## src/sv/turtle_pkg.sv

```systemverilog
// Shared types, widths and fixed-point helpers for the 3D turtle.
// Used by turtle_ctrl, turtle_dp and turtle_3d_interpreter.
package turtle_pkg;

    localparam int POS_W  = 32;
    localparam int VEC_W  = 18;
    localparam int MA_W   = 38;
    localparam int MB_W   = 19;
    localparam int PROD_W = MA_W + MB_W;
    localparam int ACC_W  = PROD_W + 1;
    localparam int D_W    = 21;
    localparam int T_W    = 24;
    localparam int CR_W   = 37;
    localparam int FRAC_W = 16;
    localparam int STEP_W = 5;
    localparam int NUM_VEC = 4;
    localparam int FRAME_W = 3 * POS_W + 3 * NUM_VEC * VEC_W;

    localparam logic [STEP_W-1:0] MOVE_LAST_STEP = 5'd3;
    localparam logic [STEP_W-1:0] ROT_LAST_STEP  = 5'd20;
    localparam logic [1:0]        ROT_LAST_PASS  = 2'd2;

    localparam logic signed [ACC_W-1:0] HALF_LSB = 58'sd32768;
    localparam logic signed [ACC_W-1:0] VEC_MAX  = 58'sd131071;
    localparam logic signed [ACC_W-1:0] VEC_MIN  = -58'sd131072;
    localparam logic signed [ACC_W-1:0] POS_MAX  = 58'sd2147483647;
    localparam logic signed [ACC_W-1:0] POS_MIN  = -58'sd2147483648;
    localparam logic signed [MB_W-1:0]  ONE_Q16  = 19'sd65536;

    typedef enum logic [2:0] {
        MODE_NOP, MODE_MOVE_DRAW, MODE_MOVE, MODE_ROT_X,
        MODE_ROT_Y, MODE_ROT_Z, MODE_PUSH, MODE_POP
    } mode_t;

    typedef enum logic [1:0] {
        STATUS_OK, STATUS_PUSH_FULL, STATUS_POP_EMPTY
    } status_t;

    typedef enum logic [2:0] {
        OP_IDLE, OP_LOAD, OP_MOVE, OP_ROT, OP_PUSH, OP_POP_RD, OP_POP_LD, OP_RESULT
    } dp_op_t;

    typedef enum logic [2:0] {
        ST_IDLE, ST_DECODE, ST_MOVE, ST_ROT, ST_PUSH, ST_POP_RD, ST_POP_LD, ST_FINISH
    } state_t;

    typedef struct packed {
        dp_op_t            op;
        logic [STEP_W-1:0] step;
        logic [1:0]        vsel;
    } dp_cmd_t;

    typedef struct packed {
        mode_t   mode;
        status_t status;
    } dp_stat_t;

    function automatic logic signed [ACC_W-1:0] rnd16(input logic signed [ACC_W-1:0] x);
        rnd16 = (x + HALF_LSB) >>> FRAC_W;
    endfunction

    function automatic logic signed [VEC_W-1:0] sat_vec(input logic signed [ACC_W-1:0] x);
        if (x > VEC_MAX)
            sat_vec = VEC_MAX[VEC_W-1:0];
        else if (x < VEC_MIN)
            sat_vec = VEC_MIN[VEC_W-1:0];
        else
            sat_vec = x[VEC_W-1:0];
    endfunction

    function automatic logic signed [POS_W-1:0] sat_pos(input logic signed [ACC_W-1:0] x);
        if (x > POS_MAX)
            sat_pos = POS_MAX[POS_W-1:0];
        else if (x < POS_MIN)
            sat_pos = POS_MIN[POS_W-1:0];
        else
            sat_pos = x[POS_W-1:0];
    endfunction

endpackage

```

## src/sv/turtle_ctrl.sv

```systemverilog
// Sequencer for the 3D turtle: handshakes, step and pass counters.
// Depends on turtle_pkg; drives turtle_dp through a dp_cmd_t.
module turtle_ctrl (
    input  logic                clk,
    input  logic                rst_n,
    input  logic                in_valid,
    output logic                in_ready,
    output logic                out_valid,
    input  logic                out_ready,
    input  turtle_pkg::dp_stat_t stat,
    output turtle_pkg::dp_cmd_t  cmd
);

    localparam logic [turtle_pkg::STEP_W-1:0] MOVE_LAST = turtle_pkg::MOVE_LAST_STEP;
    localparam logic [turtle_pkg::STEP_W-1:0] ROT_LAST  = turtle_pkg::ROT_LAST_STEP;

    turtle_pkg::state_t state_reg, state_next;
    logic [turtle_pkg::STEP_W-1:0] step_reg, step_next;
    logic [1:0] pass_reg, pass_next;
    logic out_valid_reg, out_valid_next;
    logic [1:0] vsel;

    always_ff @(posedge clk or negedge rst_n)
    begin
        if (!rst_n)
        begin
            state_reg     <= turtle_pkg::ST_IDLE;
            step_reg      <= '0;
            pass_reg      <= '0;
            out_valid_reg <= 1'b0;
        end
        else
        begin
            state_reg     <= state_next;
            step_reg      <= step_next;
            pass_reg      <= pass_next;
            out_valid_reg <= out_valid_next;
        end
    end

    // target vector per pass: heading, then the two axes other than the pivot
    always_comb
    begin
        unique case (pass_reg)
            2'd0:    vsel = 2'd0;
            2'd1:    vsel = (stat.mode == turtle_pkg::MODE_ROT_X) ? 2'd2 : 2'd1;
            default: vsel = (stat.mode == turtle_pkg::MODE_ROT_Z) ? 2'd2 : 2'd3;
        endcase
    end

    always_comb
    begin
        state_next     = state_reg;
        step_next      = step_reg;
        pass_next      = pass_reg;
        out_valid_next = out_valid_reg && !out_ready;
        in_ready       = 1'b0;
        cmd.op         = turtle_pkg::OP_IDLE;
        cmd.step       = step_reg;
        cmd.vsel       = vsel;
        unique case (state_reg)
            turtle_pkg::ST_IDLE:
            begin
                in_ready = 1'b1;
                if (in_valid)
                begin
                    cmd.op     = turtle_pkg::OP_LOAD;
                    state_next = turtle_pkg::ST_DECODE;
                end
            end
            turtle_pkg::ST_DECODE:
            begin
                step_next = '0;
                pass_next = '0;
                priority if (stat.status != turtle_pkg::STATUS_OK)
                    state_next = turtle_pkg::ST_FINISH;
                else if (stat.mode == turtle_pkg::MODE_MOVE_DRAW
                         || stat.mode == turtle_pkg::MODE_MOVE)
                    state_next = turtle_pkg::ST_MOVE;
                else if (stat.mode == turtle_pkg::MODE_ROT_X
                         || stat.mode == turtle_pkg::MODE_ROT_Y
                         || stat.mode == turtle_pkg::MODE_ROT_Z)
                    state_next = turtle_pkg::ST_ROT;
                else if (stat.mode == turtle_pkg::MODE_PUSH)
                    state_next = turtle_pkg::ST_PUSH;
                else if (stat.mode == turtle_pkg::MODE_POP)
                    state_next = turtle_pkg::ST_POP_RD;
                else
                    state_next = turtle_pkg::ST_FINISH;
            end
            turtle_pkg::ST_MOVE:
            begin
                cmd.op    = turtle_pkg::OP_MOVE;
                step_next = step_reg + 1'b1;
                if (step_reg == MOVE_LAST)
                    state_next = turtle_pkg::ST_FINISH;
            end
            turtle_pkg::ST_ROT:
            begin
                cmd.op    = turtle_pkg::OP_ROT;
                step_next = step_reg + 1'b1;
                if (step_reg == ROT_LAST)
                begin
                    step_next = '0;
                    pass_next = pass_reg + 1'b1;
                    if (pass_reg == turtle_pkg::ROT_LAST_PASS)
                        state_next = turtle_pkg::ST_FINISH;
                end
            end
            turtle_pkg::ST_PUSH:
            begin
                cmd.op     = turtle_pkg::OP_PUSH;
                state_next = turtle_pkg::ST_FINISH;
            end
            turtle_pkg::ST_POP_RD:
            begin
                cmd.op     = turtle_pkg::OP_POP_RD;
                state_next = turtle_pkg::ST_POP_LD;
            end
            turtle_pkg::ST_POP_LD:
            begin
                cmd.op     = turtle_pkg::OP_POP_LD;
                state_next = turtle_pkg::ST_FINISH;
            end
            turtle_pkg::ST_FINISH:
            begin
                if (!out_valid_reg || out_ready)
                begin
                    cmd.op         = turtle_pkg::OP_RESULT;
                    out_valid_next = 1'b1;
                    state_next     = turtle_pkg::ST_IDLE;
                end
            end
            default:
                state_next = turtle_pkg::ST_IDLE;
        endcase
    end

    assign out_valid = out_valid_reg;

endmodule

```

## config.mk

```make
export PLATFORM = sky130hd
export DESIGN_NAME = turtle_ctrl
export DESIGN_NICKNAME = d
export VERILOG_FILES = /design/src/sv/turtle_pkg.sv /design/src/sv/turtle_ctrl.sv
export SDC_FILE = /design/constraint.sdc
export NUM_CORES = 1
export LEC_CHECK = 0
export CELL_PAD_IN_SITES_DETAIL_PLACEMENT = 0
export CELL_PAD_IN_SITES_GLOBAL_PLACEMENT = 1
export CORE_ASPECT_RATIO = 1.1
export CORE_MARGIN = 4
export CORE_UTILIZATION = 40
export DETAILED_ROUTE_END_ITERATION = 8
export DONT_BUFFER_PORTS = 1
export PLACE_DENSITY = 0.83
export SLEW_MARGIN = 25
export SYNTH_ARGS = -nofsm -noshare
export SYNTH_HDL_FRONTEND = slang
export SYNTH_SLANG_ARGS = --single-unit
```

## constraint.sdc

```tcl
create_clock -name clk -period 1.2 [get_ports clk]
set_input_delay 0.36 -clock clk [delete_from_list [all_inputs] [get_ports clk]]
set_output_delay 0.36 -clock clk [all_outputs]
set_load 0.05 [all_outputs]
```

# After elaboration in Yosys (flattened, before gate mapping)
# Index checks and enable logic that the tools add are counted.
# totals
mem_bits_rw	0
reg_bits	11
memories	0
romBits	0
out_inout_bits	12
latchBits	0
# classes
add_sub_neg	2
n_reduce_logical	15
mux	24
n_bitwise	0
n_lt_le_gt_ge	0
n_eq_ne	23
n_mul	0
div_mod_pow	0
n_shift	0
# op_table
op	n
$pmux W3 S7	2
$mux W3	9
$eq A3 B3 Y1 const B	8
$pmux W5 S3	1
$eq A3 B2 Y1 const B	4
$ne A2 B2 Y1 const B	5
$mux W2	4
$pmux W2 S2	2
$eq A3 B1 Y1 const B	2
$add A5 B1 Y5 const B	1
$eq A5 B2 Y1 const B	1
$eq A5 B5 Y1 const B	1
$mux W1	5
$mux W5	1
$reduce_and A5 Y1	1
$logic_or A1 B1 Y1	4
$reduce_bool A2 Y1	2
$logic_not A3 Y1	1
$reduce_bool A3 Y1	1
$add A2 B1 Y2 const B	1
$eq A2 B1 Y1 const B	1
$eq A2 B2 Y1 const B	1
$logic_not A1 Y1	2
$logic_not A2 Y1	1
3 further kinds	3

# Longest topological paths before layout
# Gate-level depths: netlist (run 1).
# depth
depth_word	7
mapped_depth	6
mapped_depth_nobuf	6

# Worst setup path after synthesis (run 1)
# Ideal clock, no wire load.
# synth_path
kind	register -> output
from	register state_reg[2]
to	output cmd[7] (netlist bit)
n_path_buf	1
setup_slack_ns	-1.396
arrival_ns	2.236
path_stages_with_launch	4
t_required_ns	0.840
cell_sequence	dfrtp_1 buf_2 nor3_1 a21o_1
# synth_rtl
element	line_no	rtl
from (decl)	turtle_ctrl.sv:17	turtle_pkg::state_t state_reg, state_next;
from (signal assigned)	turtle_ctrl.sv:27	state_reg <= turtle_pkg::ST_IDLE;
from (signal assigned)	turtle_ctrl.sv:34	state_reg <= state_next;
to (decl)	turtle_ctrl.sv:11	output turtle_pkg::dp_cmd_t cmd

==> results of run 1 <==
==> power by group <==
part | switching (mW) | total, mW | internal, mW
combinational | 2.10 | 4.12 | 2.02
clock | 0.138 | 0.266 | 0.129
sequential | 0.250 | 0.825 | 0.575
total | 2.49 | 5.21 | 2.72
==> worst max-delay path, delay by kind of cell (launching register included) <==
family,cells,cell delay (ps)
adder cells (fa/ha/maj),1,140
buffers and inverters,3,350
AND/OR/NAND/NOR,1,140
AO/OA/AOI/OAI,1,150
flip-flops,1,370
==> stage by stage <==
| stage | util [%] | cell area, sq um |
|---|---|---|
| floorplan | - | 938 |
| global placement | 67.8 | 1220 |
| global route | 86.0 | 1550 |
| CTS | 79.4 | 1430 |
| detailed placement | 67.8 | 1220 |
| finish | 86.0 | 1550 |
==> cell families after synthesis <==
kind of cell / after synthesis / share of synthesized area [%]
compound gates: 24 / 21.1
xor+xnor: 3 / 3.39
fa+ha+maj: 5 / 8.06
buf+inv: 9 / 4.84
flops: 11 / 35.5
mux: 1 / 1.93
simple gates: 35 / 25.2
==> Yosys cell counts (all sizes together) (2+ instances only) <==
master   n  share of area, %
a211oi   3               3.5
xor2     3               3.4
buf      3               1.9
ha       5               8.1
a31oi    4               3.2
nand2    7               3.4
inv      6               2.9
nand4    3               2.4
nor3     5               3.2
nand2b   2               1.6
nor2     7               3.4
a21oi    3               2.4
o21ai    6               3.9
nor2b    3               2.4
nand3    3               1.9
o31ai    2               1.9
dfrtp   11                35
==> cells in the final DEF, fill, tap and decap left out, types with 2 or more instances in the layout <==
master / instances
nor2_1: 4
nand2_1: 5
nor3_2: 2
nor2b_4: 2
a21oi_4: 3
nor3_1: 2
dfrtp_1: 2
o31ai_1: 2
nand3_1: 2
buf_8: 3
a31oi_1: 2
nand2_2: 2
clkbuf_4: 3
buf_12: 6
nor2_2: 2
xor2_1: 3
inv_2: 4
a31oi_4: 2
a211oi_2: 2
ha_4: 4
nand4_1: 3
buf_4: 13
o21ai_1: 4
buf_6: 19
dfrtp_2: 9
==> cell type report <==
type | count | area share [%]
well taps | 18 | 1.45
flip-flops and latches | 11 | 18.5
multi-input cells | 68 | 45.3
clock buffers | 4 | 1.70
inverters | 6 | 1.62
repair buffers | 42 | 31.4
==> worst paths after layout <==
path	startpoint	to	depth (start not counted)
setup reg to reg	state_reg[2]	step_reg[3]	8
setup / recovery	pass_reg[1]	cmd[0]	6
hold reg to reg	pass_reg[1]	pass_reg[1]	3
min in group asynchronous	rst_n	step_reg[0]	1
max in group asynchronous	rst_n	state_reg[1]	1
hold / removal	out_ready	out_valid	2
==> routing by layer <==
metal | vias to the layer above | share of wire (%)
met2 | 31 | 57
met3 | 6 | 4.1
li1 | 409 | -
met1 | 457 | 37
met4 | 0 | 1.6
met5 | - | 0
==> what timing repair did <==
| action | CTS | global route |
|---|---|---|
| setup endpoints to repair | 21 | 22 |
| pin swaps | 11 | 10 |
| endpoints found under the hold margin | 11 | 0 |
| setup buffers | 6 | 5 |
| hold buffers | 1 | 0 |
| resized for setup | 28 | 22 |
==> impl_metrics.json, run 1 <==
{
  "status": "complete, but fails checks",
  "violations": "negative setup slack",
  "syn_inst": 88,
  "worst-endpoint-arrival_ps": 1420,
  "synthesis.nets": 102,
  "clock-sinks": 11,
  "path_cells": "inv_2 -> buf_4 -> ha_4 -> nor2b_4 -> a21oi_4 -> buf_12",
  "p_leak_nw": 0.633,
  "dp_hpwl_microns": 1680,
  "cts_tree": "done",
  "rsz0062_at_grt": "true",
  "endpoint_kind": "output pin",
  "use_met3_pct": 2.49,
  "clkTransAtPathRegs_ps": 80,
  "cpPeakStageDelay_ps": 370,
  "critical-path-slowest-cell": "dfrtp_1",
  "cts_root_buffer": "clkbuf_4",
  "largest_reg_flops": 5,
  "antenna_found_initial": 0,
  "slew_viol_final": 0,
  "drc": 0,
  "regArea_sq_um": 287,
  "busiest_layer": "met2",
  "finalCriticalPeriod_ps": 1780,
  "cts_made_buffers": 3,
  "crit_required_ps": 840,
  "grt_pass1_vias": 900,
  "async_reset_ff_share_pct": 100,
  "grt_pass1_wl_microns": 4020,
  "synth_area_per_cell_sq_um": 8.82,
  "drive_gt1_share_pct": 68.7,
  "hold_viol_final": 0,
  "setup_violations": 23,
  "fp.dieArea_sq_um": 2710,
  "p_total_mw": 5.21,
  "ir_drop_v": 0.00255,
  "io_buffer_count": 0,
  "maxCapViolations": 0,
  "path_class": "reg -> out",
  "synth.distinct_cells": 32,
  "io_pins": 21,
  "grt_max_degree": 12,
  "gr-total-overflow": 0,
  "htree_num_levels": 1,
  "fin_skew_ps": 7.82,
  "synth_edf_count": 0,
  "drt_first_pass_iters": 4,
  "worst_pin_slew_ps": 534,
  "fin_cells": 149,
  "ys_seq_elements": 11,
  "relSlewSlack_pct": 64.3,
  "finalCritPeriodShare_pct": 148,
  "clk_latency_ps": 270,
  "areaGrowthSynthToFinish_pct": 99.7,
  "ant_nets": 0,
  "fin_setup_tns_ps": -5590,
  "start_kind": "flip-flop",
  "cts_max_path_buffers": 2,
  "routed-via-count": 903,
  "synth_ff_type": "dfrtp_1",
  "finalWorstSetupSlack_ps": -578,
  "hp-class": "in -> reg",
  "track_usage_pct": 19.6,
  "vias_per_cell": 6.06,
  "row_count": 16,
  "initial_core_util_pct": 43.1,
  "yosysSeqAreaShare_pct": 35.5,
  "worst-r2r-setup-slack_ps": -420,
  "routedWlPerCell_microns": 18.8,
  "grt_use_met1_pct": 21.5,
  "crit_fanout": 2,
  "die_w_microns": 50.0,
  "core-area_sq_um": 1800,
  "fmax_mhz": 562,
  "drtIter0Drc": 13,
  "diodes": 0,
  "synth_area_sq_um": 776,
  "hold_ws_ps": 325,
  "place.gp.congestion": 0.836,
  "die_h_microns": 54.2,
  "yosysWarnings": 0,
  "dp_cells": 134,
  "multi_input_area_sq_um": 702,
  "grt_use_met2_pct": 39.1,
  "pre_cts_ws_ps": -304,
  "cellPowerDensity_nw_per_um2": 3360,
  "nets": 146,
  "wl_microns": 2800,
  "num-fill-cells": 76
}
Power figures use the tool's default switching activity.
==> inputs of run 2 (changes only) <==
- CORE_MARGIN: 4 -> not set
- SETUP_SLACK_MARGIN: not set -> 0.4
==> run 2 against run 1 <==
  * Sequential cell count unchanged
  * Via count up 3.0%
  * Utilization up 2.8 points
  * Cell count up 6.7%
  * Worst setup slack worse by 12 ps
  * Combinational power up 3%
  * Largest power group unchanged
  * Clock skew up 2.9 ps
  * First-iteration DRC count up 120%
  * Largest cell class unchanged
  * Critical path type unchanged
  * The flow finishes with violations (design-rule violations, negative setup slack)
  * Power up 3.2%
  * Wire length up 5.1%
==> impl_metrics.json, run 2 (same netlist as run 1, synthesis figures left out) <==
{
  "status": "complete, but fails checks",
  "violations": "design-rule violations, negative setup slack",
  "place.gp.congestion": 0.764,
  "crit_fanout": 4,
  "drtIter0Drc": 29,
  "highest_layer": "met4",
  "vias_per_cell": 5.85,
  "antenna_found_initial": 0,
  "drt-met1-wl_microns": 1130,
  "fin_cells": 159,
  "dp_hpwl_microns": 1620,
  "path_cells": "ha_4 -> buf_4 -> nor2b_4 -> a21oi_4 -> buf_12",
  "slew_viol_final": 0,
  "routedWlPerCell_microns": 18.5,
  "cellPowerDensity_nw_per_um2": 3360,
  "worst-endpoint-arrival_ps": 1430,
  "drt_first_pass_iters": 6,
  "crit_required_ps": 840,
  "clock-sinks": 11,
  "r2r_cells": 6,
  "cts_tree": "done",
  "clkTransAtPathRegs_ps": 80,
  "cts_max_path_buffers": 2,
  "clk_latency_ps": 290,
  "setup_violations": 21,
  "grt_pass1_vias": 797,
  "track_usage_pct": 22.5,
  "htree_num_levels": 1,
  "cts_made_buffers": 3,
  "cpPeakStageDelay_ps": 430,
  "wl_met2_microns": 1670,
  "nets": 156,
  "areaGrowthSynthToFinish_pct": 106,
  "grt_max_degree": 12,
  "routed-via-count": 930,
  "row_count": 16,
  "layout_common_cells": "21 x buf_6, 21 x buf_4, 9 x dfrtp_2, 5 x nand2_1, 5 x buf_8",
  "initial_core_util_pct": 43.1,
  "fp.dieArea_sq_um": 2120,
  "cts_root_buffer": "clkbuf_4",
  "path_class": "reg -> out",
  "largest_reg_flops": 5,
  "finalCriticalPeriod_ps": 1790,
  "finalWorstSetupSlack_ps": -591,
  "io_buffer_count": 0,
  "die_h_microns": 48.2,
  "start_kind": "flip-flop",
  "critical-path-slowest-cell": "dfrtp_1",
  "grt_pass1_wl_microns": 3400,
  "io_pins": 21,
  "wl_microns": 2940,
  "diodes": 0,
  "fin_skew_ps": 10.7,
  "endpoint_kind": "output pin",
  "maxCapViolations": 0,
  "relSlewSlack_pct": 63.7,
  "ant_nets": 0,
  "core-area_sq_um": 1800,
  "fmax_mhz": 558,
  "dr_wl_met3_microns": 111,
  "drive_gt1_share_pct": 67.4,
  "gr-total-overflow": 0,
  "hold_viol_final": 0,
  "drc": 2,
  "rsz0062_at_grt": "true",
  "fin_setup_tns_ps": -5390,
  "ir_drop_v": 0.00265,
  "dp_cells": 135,
  "hp-class": "in -> async",
  "finalCritPeriodShare_pct": 149,
  "worst_pin_slew_ps": 544,
  "p_leak_nw": 0.685,
  "die_w_microns": 44.0
}
==> run 2: through the flow <==
| step | instance area (sq um) | setup WS (ps) | power [mW] | hold WS (ps) | util, % |
|---|---|---|---|---|---|
| global route | 1600 | -684 | 5.61 | 148 | 88.8 |
| finish | 1600 | -591 | 5.38 | 100 | 88.8 |
| CTS | 1420 | -551 | 4.67 | 264 | 78.7 |
| detailed placement | 1230 | -274 | 3.92 | 64.7 | 68.5 |
| floorplan | 950 | -523 | 2.78 | 64.4 | - |
| global placement | 1230 | -231 | 3.82 | 64.7 | 68.5 |
==> run 2: timing repair <==
action,CTS,global route
endpoints found under the hold margin,11,0
setup buffers,7,12
endpoints found under the setup margin,23,34
hold buffers,1,0
pin swaps,8,19
gates resized for setup,27,22
==> run 2: final cells by class <==
cell class | instances | area, sq um
Timing Repair Buffer | 52 | 562
Clock buffer | 4 | 26.3
Sequential cell | 11 | 287
Tap cell | 18 | 22.5
Fill cell | 82 | 201
Inverter | 6 | 22.5
Multi-Input combinational cell | 68 | 681
==> run 2: report_power, final <==
| part | internal (mW) | switching, mW | leakage (nW) |
|---|---|---|---|
| Sequential | 0.575 | 0.279 | 0.125 |
| Combinational | 2.14 | 2.10 | 0.545 |
| Clock | 0.130 | 0.155 | 0.0150 |
| Total | 2.84 | 2.54 | 0.685 |
==> run 2: worst max-delay path, delay by kind of cell, from the launching register on <==
kind,cells,cell delay [ps]
flip-flops,1,430
buffers and inverters,2,290
adder cells (fa/ha/maj),1,200
AND/OR/NAND/NOR,1,180
AO/OA/AOI/OAI,1,50
==> run 2: path summary, 6_finish.rpt <==
kind / from / endpoint / slack, ps
worst max-delay path: pass_reg[0] / cmd[0] / -590
worst min-delay path: rst_n / step_reg[0] / 100
worst max register to register: state_reg[2] / step_reg[3] / -270
worst min register to register: step_reg[1] / step_reg[1] / 670
max in group asynchronous: rst_n / step_reg[3] / 700
min in group clk: out_ready / out_valid / 290
==> run 2: layer usage <==
metal  vias up  GRT usage (%)
met1       470           25.0
met4         0           10.3
met2        30           43.3
li1        426              -
met3         4           3.33
met5         -              0
==> inputs of run 3 (changes only) <==
--- a/config.mk
+++ b/config.mk
@@ -8,5 +8,5 @@
 export CELL_PAD_IN_SITES_DETAIL_PLACEMENT = 0
 export CELL_PAD_IN_SITES_GLOBAL_PLACEMENT = 1
-export CORE_ASPECT_RATIO = 1.1
+export CORE_ASPECT_RATIO = 1.4
 export CORE_UTILIZATION = 40
 export DETAILED_ROUTE_END_ITERATION = 8
==> constraint.sdc (replaced) <==
create_clock -name clk -period 1.2 [get_ports clk]
set_input_delay 0.12 -clock clk [delete_from_list [all_inputs] [get_ports clk]]
set_output_delay 0.12 -clock clk [all_outputs]
set_load 0.05 [all_outputs]
==> run 3 against run 2 <==
  * The flow finishes with violations (negative setup slack)
  * Cell count fell by 3.1%
  * Worst setup slack improved by 270 ps
  * Critical endpoint unchanged
  * Hold slack got worse by 81 ps
  * Final area fell by 3.2%
  * Combinational power fell by 2%
  * Sequential share of layout area rose by 0.51 points
  * Largest cell class unchanged
  * Sequential power fell by 4.4%
  * Wire length rose by 2.8%
==> impl_metrics.json, run 3 (same netlist as run 1, synthesis figures left out) <==
{
  "status": "complete, but fails checks",
  "violations": "negative setup slack",
  "placed_area_sq_um": 1200,
  "crit_fanout": 4,
  "antenna_found_initial": 0,
  "nets": 149,
  "hp-class": "in -> reg",
  "finalCritPeriodShare_pct": 126,
  "num-fill-cells": 90,
  "worst-r2r-setup-slack_ps": -150,
  "combPwrFrac_pct": 79.3,
  "design_area_sq_um": 1550,
  "areaGrowthSynthToFinish_pct": 99.7,
  "fmax_mhz": 659,
  "dp_hpwl_microns": 1770,
  "grt_pass1_vias": 950,
  "place.gp.congestion": 0.759,
  "setup_violations": 15,
  "wl_microns": 3020,
  "track_usage_pct": 31.3,
  "drc": 0,
  "finalWorstSetupSlack_ps": -316,
  "layout_common_cells": "19 x buf_6, 16 x buf_4, 8 x dfrtp_2, 7 x buf_12, 6 x nand2_1",
  "start_kind": "flip-flop",
  "fin_skew_ps": 2.26,
  "relSlewSlack_pct": 64.9,
  "final_common_cell": "buf_6",
  "hold_depth": 2,
  "maxCapViolations": 0,
  "clk_latency_ps": 280,
  "ant_nets": 0,
  "grt_pass1_wl_microns": 4260,
  "p_switching_mw": 2.48,
  "dp_cells": 132,
  "cts_root_buffer": "clkbuf_4",
  "endpoint_kind": "output pin",
  "cts_made_buffers": 3,
  "grt_max_degree": 12,
  "pwr-share-clk_pct": 5.0,
  "hold_start": "out_ready",
  "intPower_mw": 2.75,
  "core-area_sq_um": 1800,
  "cellPowerDensity_nw_per_um2": 3370,
  "die_w_microns": 39.2,
  "worst_pin_slew_ps": 524,
  "hold_ws_ps": 18.7,
  "cts_max_path_buffers": 2,
  "row_count": 18,
  "gr-total-overflow": 0,
  "finalCriticalPeriod_ps": 1520,
  "io_pins": 21,
  "cts_tree": "done",
  "drt_first_pass_iters": 4,
  "fp.dieArea_sq_um": 2120,
  "fin_setup_tns_ps": -2620,
  "ir_drop_v": 0.00232,
  "slew_viol_final": 0,
  "routed-via-count": 909,
  "switching_share_pct": 47.5,
  "fin_cells": 154,
  "fin_util_pct": 86.0,
  "diodes": 0,
  "die_h_microns": 54.1,
  "drtIter0Drc": 32,
  "vias_per_cell": 5.90,
  "initial_core_util_pct": 43.1,
  "min_to": "out_valid",
  "path_class": "reg -> out",
  "drive_gt1_share_pct": 66.4,
  "p_total_mw": 5.22,
  "largest_reg_flops": 5,
  "crit_required_ps": 1080,
  "htree_num_levels": 1,
  "p_leak_nw": 0.637,
  "io_buffer_count": 0,
  "clock-sinks": 11,
  "r2r_end": "step_reg[4]",
  "pre_cts_ws_ps": -105,
  "r2r_cells": 5,
  "routedWlPerCell_microns": 19.6,
  "worst-endpoint-arrival_ps": 1400,
  "power.share.sequential_pct": 15.6,
  "clkTransAtPathRegs_ps": 70,
  "hold_viol_final": 0,
  "rsz0062_at_grt": "true",
  "r2r-start": "state_reg[2]"
}
-- run 3: cell count changes in the layout (fill, tap and decap cells not counted), sizes merged --
cell          previous run  this run
dlygate4sd3              0         1
buf                     51        44
dlymetal6s4s             1         0
inv                      6         5
clkinvlp                 0         1
-- run 3: final cells by class --
| type | instances | area, sq um | area share (%) |
|---|---|---|---|
| Inverter | 6 | 26.3 | 1.70 |
| Sequential cell | 11 | 285 | 18.4 |
| Clock buffer | 4 | 26.3 | 1.70 |
| Tap cell | 20 | 25.0 | 1.62 |
| Multi-Input combinational cell | 68 | 672 | 43.4 |
| Timing Repair Buffer | 45 | 514 | 33.2 |
-- run 3: worst max-delay path: stages, from the launching register on --
cell and delay [ps]:
dfrtp_1 390, inv_2 90, ha_4 170, nor2_2 40
nand2_1 70, o21ai_2 70, a21oi_4 140, buf_12 150
-- run 3: layer usage --
layer,part of all wire (%),global-route usage [%],wire length [microns],vias up
met5,0,0,0,-
met4,5.1,23.0,153,0
met3,3.4,4.55,102,12
met2,57,60.8,1730,33
met1,34,26.8,1040,452
li1,-,-,-,412
-- run 3: what timing repair did --
| action | in CTS | in global routing |
|---|---|---|
| endpoints found under the hold margin | 11 | 0 |
| hold buffers | 1 | 0 |
| buffers inserted | 12 | 5 |
| pin swaps | 14 | 9 |
| setup endpoints to repair | 23 | 23 |
| gates resized for setup | 32 | 11 |
-- run 3: worst max-delay path by stage --
stage / endpoint / start / depth (start not counted) / slack (ps)
after floorplan: cmd[7] / state_reg[0] / 3 / -280
after global placement: state_reg[2] / step_reg[1] / 5 / -60
after detailed placement: step_reg[0] / step_reg[0] / 5 / -110
after CTS: cmd[0] / pass_reg[1] / 6 / -320
after global routing: cmd[0] / pass_reg[1] / 7 / -370
final: cmd[0] / pass_reg[1] / 7 / -320
-- run 3: power groups by stage --
stage	registers (mW)	logic [mW]	clock network, mW
global placement	0.775	2.96	0
global route	0.834	4.34	0.278
floorplan	1.14	1.64	0
finish	0.816	4.15	0.263
CTS	0.803	3.77	0.273
detailed placement	0.801	3.04	0
